--- config.mk ---
export PLATFORM = sky130hd
export DESIGN_NAME = extended_gcd_bezout
export DESIGN_NICKNAME = d
export VERILOG_FILES = /design/src/egcd_pkg.sv /design/src/egcd_front.sv /design/src/egcd_back.sv /design/src/extended_gcd_bezout.sv
export SDC_FILE = /design/constraint.sdc
export NUM_CORES = 2
export LEC_CHECK = 0
export ABC_CLOCK_PERIOD_IN_PS = 20100
export BUFFER_PORTS_ARGS = -buffer_cell sky130_fd_sc_hd__buf_2
export CAP_MARGIN = 0
export CORE_MARGIN = 2
export CORE_UTILIZATION = 57
export DETAILED_ROUTE_END_ITERATION = 8
export GPL_TIMING_DRIVEN = 0
export HOLD_SLACK_MARGIN = 0.1
export PLACE_DENSITY = 0.83
export SLEW_MARGIN = 20
export SYNTH_ARGS = -nofsm -noshare
export SYNTH_HDL_FRONTEND = slang
export SYNTH_SLANG_ARGS = --single-unit
--- constraint.sdc ---
create_clock -name clock -period 20.1 [get_ports clock]
set_clock_uncertainty 0.15 [all_clocks]
set_input_delay 1.005 -clock clock [delete_from_list [all_inputs] [get_ports clock]]
set_output_delay 1.005 -clock clock [all_outputs]
set_load 0.03 [all_outputs]
--- src/egcd_pkg.sv ---
// ----------------------------------------------------------------------------
// egcd_pkg
// shared types and constants of the extended gcd block
// ----------------------------------------------------------------------------
package egcd_pkg;
   localparam int DATA_WIDTH = 64;
   localparam int CNT_WIDTH  = $clog2(DATA_WIDTH + 1);
   localparam int QUEUE_DEPTH = 2;
   localparam int QPTR_WIDTH  = $clog2(QUEUE_DEPTH);

   typedef logic [DATA_WIDTH-1:0] word_type;

   // classified job handed from front to back
   typedef struct packed {
      word_type big;
      word_type sml;
      logic     swapped;
   } job_type;
endpackage

--- src/egcd_front.sv ---
// ----------------------------------------------------------------------------
// egcd_front
// accepts operand pairs, orders them and queues them for the back end
// ----------------------------------------------------------------------------
module egcd_front import egcd_pkg::*; (
   input  logic     clock,
   input  logic     reset,
   input  logic     req_start,
   input  word_type req_value_a,
   input  word_type req_value_b,
   output logic     req_busy,
   output logic     job_valid,
   output job_type  job_data,
   input  logic     job_take
);
   job_type queue_ff [QUEUE_DEPTH];
   logic [QPTR_WIDTH-1:0] wr_ptr_ff, rd_ptr_ff;
   logic [QPTR_WIDTH:0]   count_ff;
   logic push;
   job_type job_in;

   assign req_busy  = (count_ff == (QPTR_WIDTH+1)'(QUEUE_DEPTH));
   assign push      = req_start && !req_busy;
   assign job_valid = (count_ff != '0);
   assign job_data  = queue_ff[rd_ptr_ff];

   always_comb begin
      if (req_value_b > req_value_a) begin
         job_in = '{big: req_value_b, sml: req_value_a, swapped: 1'b1};
      end else begin
         job_in = '{big: req_value_a, sml: req_value_b, swapped: 1'b0};
      end
   end

   always_ff @(posedge clock) begin
      if (reset) begin
         wr_ptr_ff <= '0;
         rd_ptr_ff <= '0;
         count_ff  <= '0;
      end else begin
         if (push) begin
            wr_ptr_ff <= wr_ptr_ff + 1'b1;
         end
         if (job_take) begin
            rd_ptr_ff <= rd_ptr_ff + 1'b1;
         end
         count_ff <= count_ff + (QPTR_WIDTH+1)'(push) - (QPTR_WIDTH+1)'(job_take);
      end
      if (push) begin
         queue_ff[wr_ptr_ff] <= job_in;
      end
   end
endmodule

--- src/egcd_back.sv ---
// ----------------------------------------------------------------------------
// egcd_back
// runs the euclid recurrence with a radix-2 divider and shift-add multiplies
// ----------------------------------------------------------------------------
module egcd_back import egcd_pkg::*; (
   input  logic     clock,
   input  logic     reset,
   input  logic     job_valid,
   input  job_type  job_data,
   output logic     job_take,
   output logic     rsp_strobe,
   output word_type rsp_gcd_value,
   output word_type rsp_coeff_a,
   output word_type rsp_coeff_b
);
   typedef enum logic [1:0] {IDLE, DIVIDE, UPDATE, DONE} state_type;
   state_type state_ff;
   word_type big_ff, small_ff, px_ff, py_ff, cx_ff, cy_ff;
   word_type quo_ff, rem_ff, tx_ff, ty_ff;
   logic swapped_ff;
   logic [CNT_WIDTH-1:0] cnt_ff;
   logic [DATA_WIDTH:0] rem_shift;
   word_type rem_trial;
   logic rem_ge;

   assign job_take  = (state_ff == IDLE) && job_valid;
   assign rem_shift = {rem_ff, quo_ff[DATA_WIDTH-1]};
   assign rem_ge    = rem_shift >= {1'b0, small_ff};
   assign rem_trial = rem_shift[DATA_WIDTH-1:0] - small_ff;

   always_ff @(posedge clock) begin
      if (reset) begin
         state_ff   <= IDLE;
         rsp_strobe <= 1'b0;
      end else begin
         rsp_strobe <= (state_ff == DONE);
         unique case (state_ff)
            IDLE: begin
               if (job_valid) begin
                  big_ff     <= job_data.big;
                  small_ff   <= job_data.sml;
                  swapped_ff <= job_data.swapped;
                  px_ff <= word_type'(1); py_ff <= '0;
                  cx_ff <= '0; cy_ff <= word_type'(1);
                  quo_ff <= job_data.big;
                  rem_ff <= '0;
                  cnt_ff <= '0;
                  state_ff <= (job_data.sml == '0) ? DONE : DIVIDE;
               end
            end
            DIVIDE: begin
               rem_ff <= rem_ge ? rem_trial : rem_shift[DATA_WIDTH-1:0];
               quo_ff <= {quo_ff[DATA_WIDTH-2:0], rem_ge};
               if (cnt_ff == CNT_WIDTH'(DATA_WIDTH - 1)) begin
                  cnt_ff <= '0;
                  tx_ff <= '0;
                  ty_ff <= '0;
                  state_ff <= UPDATE;
               end else begin
                  cnt_ff <= cnt_ff + 1'b1;
               end
            end
            UPDATE: begin
               if (rem_ff == '0) begin
                  state_ff <= DONE;
               end else if (cnt_ff == CNT_WIDTH'(DATA_WIDTH)) begin
                  px_ff <= cx_ff; py_ff <= cy_ff;
                  cx_ff <= px_ff - tx_ff; cy_ff <= py_ff - ty_ff;
                  big_ff <= small_ff; small_ff <= rem_ff;
                  quo_ff <= small_ff; rem_ff <= '0;
                  cnt_ff <= '0;
                  state_ff <= DIVIDE;
               end else begin
                  // shift-add product of quotient with both coefficients
                  tx_ff <= (tx_ff << 1) + (quo_ff[DATA_WIDTH-1] ? cx_ff : '0);
                  ty_ff <= (ty_ff << 1) + (quo_ff[DATA_WIDTH-1] ? cy_ff : '0);
                  quo_ff <= quo_ff << 1;
                  cnt_ff <= cnt_ff + 1'b1;
               end
            end
            DONE: begin
               if (small_ff == '0) begin
                  rsp_gcd_value <= big_ff;
                  rsp_coeff_a <= swapped_ff ? '0 : word_type'(1);
                  rsp_coeff_b <= swapped_ff ? word_type'(1) : '0;
               end else begin
                  rsp_gcd_value <= small_ff;
                  rsp_coeff_a <= swapped_ff ? cy_ff : cx_ff;
                  rsp_coeff_b <= swapped_ff ? cx_ff : cy_ff;
               end
               state_ff <= IDLE;
            end
            default: state_ff <= IDLE;
         endcase
      end
   end
endmodule

--- src/extended_gcd_bezout.sv ---
// ----------------------------------------------------------------------------
// extended_gcd_bezout
// gcd and bezout coefficients of two unsigned operands
// ----------------------------------------------------------------------------
// An item is taken when start is high and busy is low; a two-entry queue holds
// ordered operands while the back end works. Each euclid step runs a radix-2
// division, and every step but the last adds a shift-add multiply; when the
// smaller operand is zero the back end skips both and goes straight to its
// done state. Up to roughly 93 steps are needed for 64-bit inputs. Items wait
// in the queue meanwhile.
// The result appears for one cycle with rsp_strobe; the receiver cannot stall.
module extended_gcd_bezout import egcd_pkg::*; (
   input  logic     clock,
   input  logic     reset,
   input  logic     start,
   output logic     busy,
   input  word_type req_value_a,
   input  word_type req_value_b,
   output logic     rsp_strobe,
   output word_type rsp_gcd_value,
   output word_type rsp_coeff_a,
   output word_type rsp_coeff_b
);
   logic    job_valid, job_take;
   job_type job_data;

   egcd_front u_front (
      .clock, .reset, .req_start(start), .req_value_a, .req_value_b,
      .req_busy(busy), .job_valid, .job_data, .job_take
   );

   egcd_back u_back (
      .clock, .reset, .job_valid, .job_data, .job_take,
      .rsp_strobe, .rsp_gcd_value, .rsp_coeff_a, .rsp_coeff_b
   );
endmodule

======== Word level (Yosys, flattened, before mapping) ========
Memory sizes are Yosys's and may differ from the RTL's. A register that Yosys moved wholly into a read port is not among the register bits.
Index checks and enable logic that the tools add are counted.
word-level totals
  bits in registers ....................... 847
  memory bits (writable) .................. 258
  memories kept ........................... 1
  word-level logic and storage cells ...... 125
operators by class
  magnitude comparators ................... 2
  add/subtract/negate cells ............... 10
  equality and inequality tests ........... 12
  bitwise operators ....................... 1
  muxes and demuxes ....................... 61
  reduce and logical (&&, ||, !) cells .... 18
memory list
  name              words  bits a word  rd ports  clocked after memory_dff  write ports  line              source
  u_front.queue_ff  2      129          1         1                         1            egcd_front.sv:16  job_type queue_ff [QUEUE_DEPTH];
operator list
  kind                 number
  $mux 64              33
  $pmux 64 s2          8
  $pmux 64 s3          2
  $logic_not 64->1     3
  $sub 64x64->64       3
  $mux 129             1
  $add 64x64->64       2
  $ge 65x64->1         1
  $gt 64x64->1         1
  $mux 7               4
  $pmux 7 s3           1
  $reduce_and 5->1     3
  $mux 2               5
  $pmux 2 s4           1
  $add 7x1->7 const B  1
  $eq 7x6->1 const B   1
  $eq 7x7->1 const B   1
  $eq 2x2->1 const B   3
  $mux 1               6
  $ne 2x1->1 const B   3
  $reduce_and 3->1     2
  $reduce_bool 2->1    3
  $ne 2x2->1 const B   2
  $reduce_and 4->1     1
  11 further kinds     13

======== Longest topological paths before layout ========
  depth after elaboration ................. 5
  gate-level depth with buffers ........... 16
  mapped depth without buffers ............ 13

======== Cells and area by module ========
From an unflattened synthesis, not the netlist that was laid out.
unflattened totals
  cell total of the unflattened synthesis .. 6073
  area total of the unflattened synthesis .. 66166.0 µm²
by module, submodules not included
  module      area each (µm²)  times used  sequential area each (µm²)  cells each
  egcd_back   53432.5          1           25284.2                     5279
  egcd_front  12733.5          1           7847.5                      794

======== Least setup slack after synthesis ========
Ideal clock, no wire load.
  path kind ............................... register to register
  start ................................... register u_back.state_ff[0]
  end ..................................... register u_back.big_ff[0] (enable)
  period minus slack after synthesis ...... 18.869 ns
  arrival ................................. 17.582 ns
  stages on the path, launching flop included .. 10
  slack ................................... 1.231 ns
  library setup time ...................... 1.138 ns
  path through ............................ dfxtp_1 > inv_1 > ha_1 > clkbuf_1 > inv_1 > nor2_1 > clkbuf_1 > buf_1 > a21oi_1 > nor2_1
between the ends
  word-level cells in the longest chain between the ends .. 3
ends and longest elaborated chain
  element                                        line             source
  start, declared                                egcd_back.sv:17  state_type state_ff;
  start signal, assigned                         egcd_back.sv:48  state_ff <= (job_data.sml == '0) ? DONE : DIVIDE;
  $eq 2x2->1 or $logic_not 2->1 (tied branches)  egcd_back.sv:37  unique case (state_ff)
  $ne 2x2->1 (no line) (tied with other cells)   -
  $reduce_and 5->1 (no line) (*)                 -
  end signal, assigned                           egcd_back.sv:40  big_ff <= job_data.big;
  end signal, assigned                           egcd_back.sv:69  big_ff <= small_ff; small_ff <= rem_ff;
  end, declared                                  egcd_back.sv:18  word_type big_ff, small_ff, px_ff, py_ff, cx_ff, cy_ff;
Every way passes the cells marked *; elsewhere a longest branch is shown, timed or not.
A chain may end at the register's enable or synchronous reset.

======== Worst setup path after layout ========
  start ................................... register u_back.quo_ff[63]
  end ..................................... register u_back.tx_ff[63] (data pin)
between the ends
  word-level cells in the longest chain between the ends .. 5
ends and longest elaborated chain
  element                 line             source
  start, declared         egcd_back.sv:19  word_type quo_ff, rem_ff, tx_ff, ty_ff;
  start signal, assigned  egcd_back.sv:45  quo_ff <= job_data.big;
  start signal, assigned  egcd_back.sv:53  quo_ff <= {quo_ff[DATA_WIDTH-2:0], rem_ge};
  start signal, assigned  egcd_back.sv:77  quo_ff <= quo_ff << 1;
  $mux 64                 egcd_back.sv:75  tx_ff <= (tx_ff << 1) + (quo_ff[DATA_WIDTH-1] ? cx_ff : '0);
  $add 64x64->64          egcd_back.sv:75
  $mux 64                 egcd_back.sv:66  end else if (cnt_ff == CNT_WIDTH'(DATA_WIDTH)) begin
  $mux 64                 egcd_back.sv:64  if (rem_ff == '0) begin
  $pmux 64 s2             egcd_back.sv:37
  end signal, assigned    egcd_back.sv:75
  end, declared           egcd_back.sv:19
No other way between the ends. The select of a mux whose other input is x is not followed.

==> results.toml <==
[synthesis]
synth_edf_count = 1098
synth_cell_types = 92
synth_xor_area_share_pct = 3.650
synth-simple-area-share_pct = 14.83
synth_area_um2 = 66950
synthArstFlopShare_pct = 0
ys_ff_latch = 1106
syn_nets = 6939
synth_compound_gate_area_share_pct = 14.10
seq_area_frac_synth_pct = 49.49
synth_ff_type = "edfxtp_1"
syn_avg_cell_area_um2 = 10.43
synthAdderAreaFrac_pct = 7.364
syn-instance-count = 6417
synth_top_family_by_area = "simple AND/OR/NAND/NOR gates"
muxShareOfSynthArea_pct = 6.582
synth_warnings = 0

[sta]
drv_slew = 0
relSlewSlack_pct = 6.988
grt_setup_unrepaired = "no"
fin_hold_ws_ns = 0.3626
final.min_clock_period_ns = 5.889
finalCritPeriodShare_pct = 29.30
setup_viol = 0
worst_slew_pin_slew_ns = 1.382
timing.fmax_ghz = 0.1698
hold_viol = 0

[floorplan]
num_rows = 125
die_h_um = 346.7
start_util_pct = 57.53
core_area_um2 = 116400
die-area_um2 = 120200
dieWidth_um = 346.7
num_io_pins = 325

[global_route]
grt_use_total_pct = 34.37
globalRouteMet3Util_pct = 4.672
antenna_found_initial = 10
busiest_layer = "met2"
grt_max_degree = 47
gr-total-overflow = 0
grt_pass1_vias = 52770
use_met1_pct = 43.37
grt_use_met2_pct = 56.81
grt_pass1_wl_um = 316300

[layout]
nFillCells = 9194
final_cell_count_no_fill = 8529
nNetsFinal = 7427
register_area_um2 = 33130
final_cell_area_um2 = 75730
utilization_pct = 65.08
layout_commonest_cell = "edfxtp_1"
drive_above_1_share_pct = 12.38
layout_common_cells = "edfxtp_1 (1098), nor2_1 (657), nand2_1 (538)"
multiInputGateArea_um2 = 31200
area_growth_pct = 13.12

[power]
switching_power_mw = 5.128
sequentialPowerShare_pct = 32.1
power.static_leakage_nw = 30.25
p_clk_share_pct = 19.4
p_sw_share_pct = 42.66
p_per_area_nw_per_um2 = 158.7
internal_power_mw = 6.893
p_comb_share_pct = 48.6
p_total_mw = 12.02
peakVddDrop_mv = 0.09255

[drt]
drtIter0Drc = 5517
totalWireLength_um = 211200
vias = 53480
antenna_left = 0
routedWlPerCell_um = 24.77
via_per_inst = 6.270
remaining_drc_errors = 0
dr.pass1.iters = 6

[clock_tree]
cts_sinks = 1106
ctsResizeCount = 0
cts_made_buffers = 114
clkTransAtPathRegs_ns = 0.07
cts_setup_buffers = 0
ctsRootBufferMaster = "clkbuf_16"
cts_hold_buf = 0
cts.path.max_buffers = 3
cts_tree = "built"
cts_max_level = 3
worstSkewPairLatency_ns = 0.74

[place]
place_area_um2 = 71680
dp_hpwl_um = 163500
numPortBuffers = 324
gp_congestion = 0.9781
dp_cells = 8313

[critical_path]
worst-path-buf-inv = 2
slowest_delay_ns = 0.68
critical-path-top-delay-family = "compound AO/OA/AOI/OAI gates"
start_kind = "register"
ff2ff_path_depth = 15
slowest_stage = "clkbuf_1"
worstPathArrival_ns = 6.19
worstReg2RegStart = "u_back.quo_ff[63]$_DFFE_PP_"
startpoint = "u_back.quo_ff[63]$_DFFE_PP_"
setup.worst_path.class = "register to register"
critPathRequiredTime_ns = 20.40
worstSetupEndpointType = "register"
path_cells = "clkbuf_2 > clkbuf_1 > and2_1 > ha_1 > fa_1 > a211oi_1 > o21ai_0 > nand4_1 > a31oi_1 > a311oi_1 > a21oi_1 > a21boi_1 > o31ai_1 > xnor2_1 > nor2_1"
crit_path_end = "u_back.tx_ff[63]$_SDFFCE_PN0P_"
r2r_slack_ns = 14.21
cp.depth = 15
r2r-end = "u_back.tx_ff[63]$_SDFFCE_PN0P_"
cp_max_fo = 10

[min_path]
min-delay-path-class = "register to register"

[run_status]
status = "complete, no violations"

[run]
maxCapViolCount = 0
==> area by class of cell <==
class                           count  area share, %
Multi-Input combinational cell   4640          41.20
Clock buffer                      125          3.878
Tap cell                         1524          2.518
Timing Repair Buffer              372          3.632
Sequential cell                  1106          43.75
Inverter                          346          1.715
Clock inverter                     87          1.462
Buffer                            325          1.829
Antenna cell                        4        0.01322
==> worst min path at each step <==
stage | cells after the start | from | end | slack [ns]
after floorplan | 2 | u_back.state_ff[1]$_SDFFE_PP0P_ | u_back.state_ff[1]$_SDFFE_PP0P_ | 0.31
after global placement | 2 | u_back.state_ff[1]$_SDFFE_PP0P_ | u_back.state_ff[1]$_SDFFE_PP0P_ | 0.33
after detailed placement | 2 | u_back.state_ff[1]$_SDFFE_PP0P_ | u_back.state_ff[1]$_SDFFE_PP0P_ | 0.34
after CTS | 2 | u_back.state_ff[1]$_SDFFE_PP0P_ | u_back.state_ff[1]$_SDFFE_PP0P_ | 0.36
after global routing | 2 | u_back.state_ff[1]$_SDFFE_PP0P_ | u_back.state_ff[1]$_SDFFE_PP0P_ | 0.39
final | 2 | u_back.state_ff[1]$_SDFFE_PP0P_ | u_back.state_ff[1]$_SDFFE_PP0P_ | 0.36
==> flip-flops by register name, indices dropped and copies added (netlist names), named ones only <==
signal,cells
u_back.tx_ff,64
u_front.wr_ptr_ff,1
u_back.cx_ff,64
u_back.px_ff,64
u_back.rem_ff,64
u_back.ty_ff,64
u_back.py_ff,64
u_back.cy_ff,64
u_front.count_ff,2
u_back.rsp_strobe,1
u_back.rsp_coeff_b,64
u_back.big_ff,64
u_back.small_ff,64
u_back.state_ff,2
u_front.rd_ptr_ff,1
u_back.swapped_ff,1
u_back.rsp_coeff_a,64
u_back.quo_ff,64
u_front.queue_ff,258
u_back.cnt_ff,7
u_back.rsp_gcd_value,64
==> per-stage QoR <==
step | TNS (ns) | worst slack, ns
floorplan | 0 | 1.231
global placement | -3326.21 | -8.731
detailed placement | 0 | 13.79
CTS | 0 | 14.29
global route | 0 | 13.98
finish | 0 | 14.21
==> power by group through the flow <==
stage               combinational (mW)  clock [mW]  sequential (mW)
floorplan                         4.00           0             3.91
global placement                  5.42           0             4.21
detailed placement                5.67           0             3.87
CTS                               5.72        2.33             3.83
global route                      6.33        2.42             3.89
finish                            5.84        2.33             3.86
==> Yosys cell counts (37+ instances only) <==
library cell | instances | area (um^2)
and2_1 | 296 | 1852
nor4_1 | 79 | 494.2
and3_1 | 48 | 300.3
clkbuf_1 | 245 | 919.6
a22oi_1 | 65 | 488.0
inv_1 | 346 | 1299
edfxtp_1 | 1098 | 32970
buf_2 | 37 | 185.2
nor2_1 | 660 | 2477
o21a_1 | 37 | 277.8
xor2_1 | 123 | 1077
xnor2_1 | 156 | 1366
nand4_1 | 104 | 650.6
a21oi_1 | 496 | 2482
a211oi_1 | 38 | 285.3
o21ai_0 | 258 | 1291
nor3_1 | 80 | 400.4
a21o_1 | 200 | 1501
mux2_2 | 180 | 2027
nand2_1 | 538 | 2019
a31oi_1 | 56 | 350.3
nor2b_1 | 62 | 387.9
nand3_1 | 83 | 415.4
o21bai_1 | 54 | 405.4
mux2i_1 | 222 | 2222
ha_1 | 386 | 4830
==> routing by layer <==
| layer | up-vias | wire [um] | share of wire (%) |
|---|---|---|---|
| met5 | - | 43 | 0.020 |
| met3 | 551 | 16410 | 7.8 |
| met2 | 2592 | 99390 | 47 |
| met4 | 6 | 13430 | 6.4 |
| met1 | 25910 | 81970 | 39 |
| li1 | 24420 | - | - |
==> cells by family after synthesis <==
| family | count (synthesis) |
|---|---|
| AND/OR/NAND/NOR | 2079 |
| XOR/XNOR | 279 |
| multiplexers | 416 |
| adder cells (fa/ha/maj) | 391 |
| buffers and inverters | 671 |
| AO/OA/AOI/OAI | 1475 |
| flip-flops | 1106 |
==> worst reg2reg max path, delay by kind of cell, from the launching register on <==
kind / cells / cell delay, ns
compound gates: 7 / 2.56
fa+ha+maj: 2 / 0.47
flops: 1 / 0.57
xor+xnor: 1 / 0.17
simple gates: 3 / 0.50
buf+inv: 2 / 1.22
Note: power is estimated with default switching activity, not from simulation.
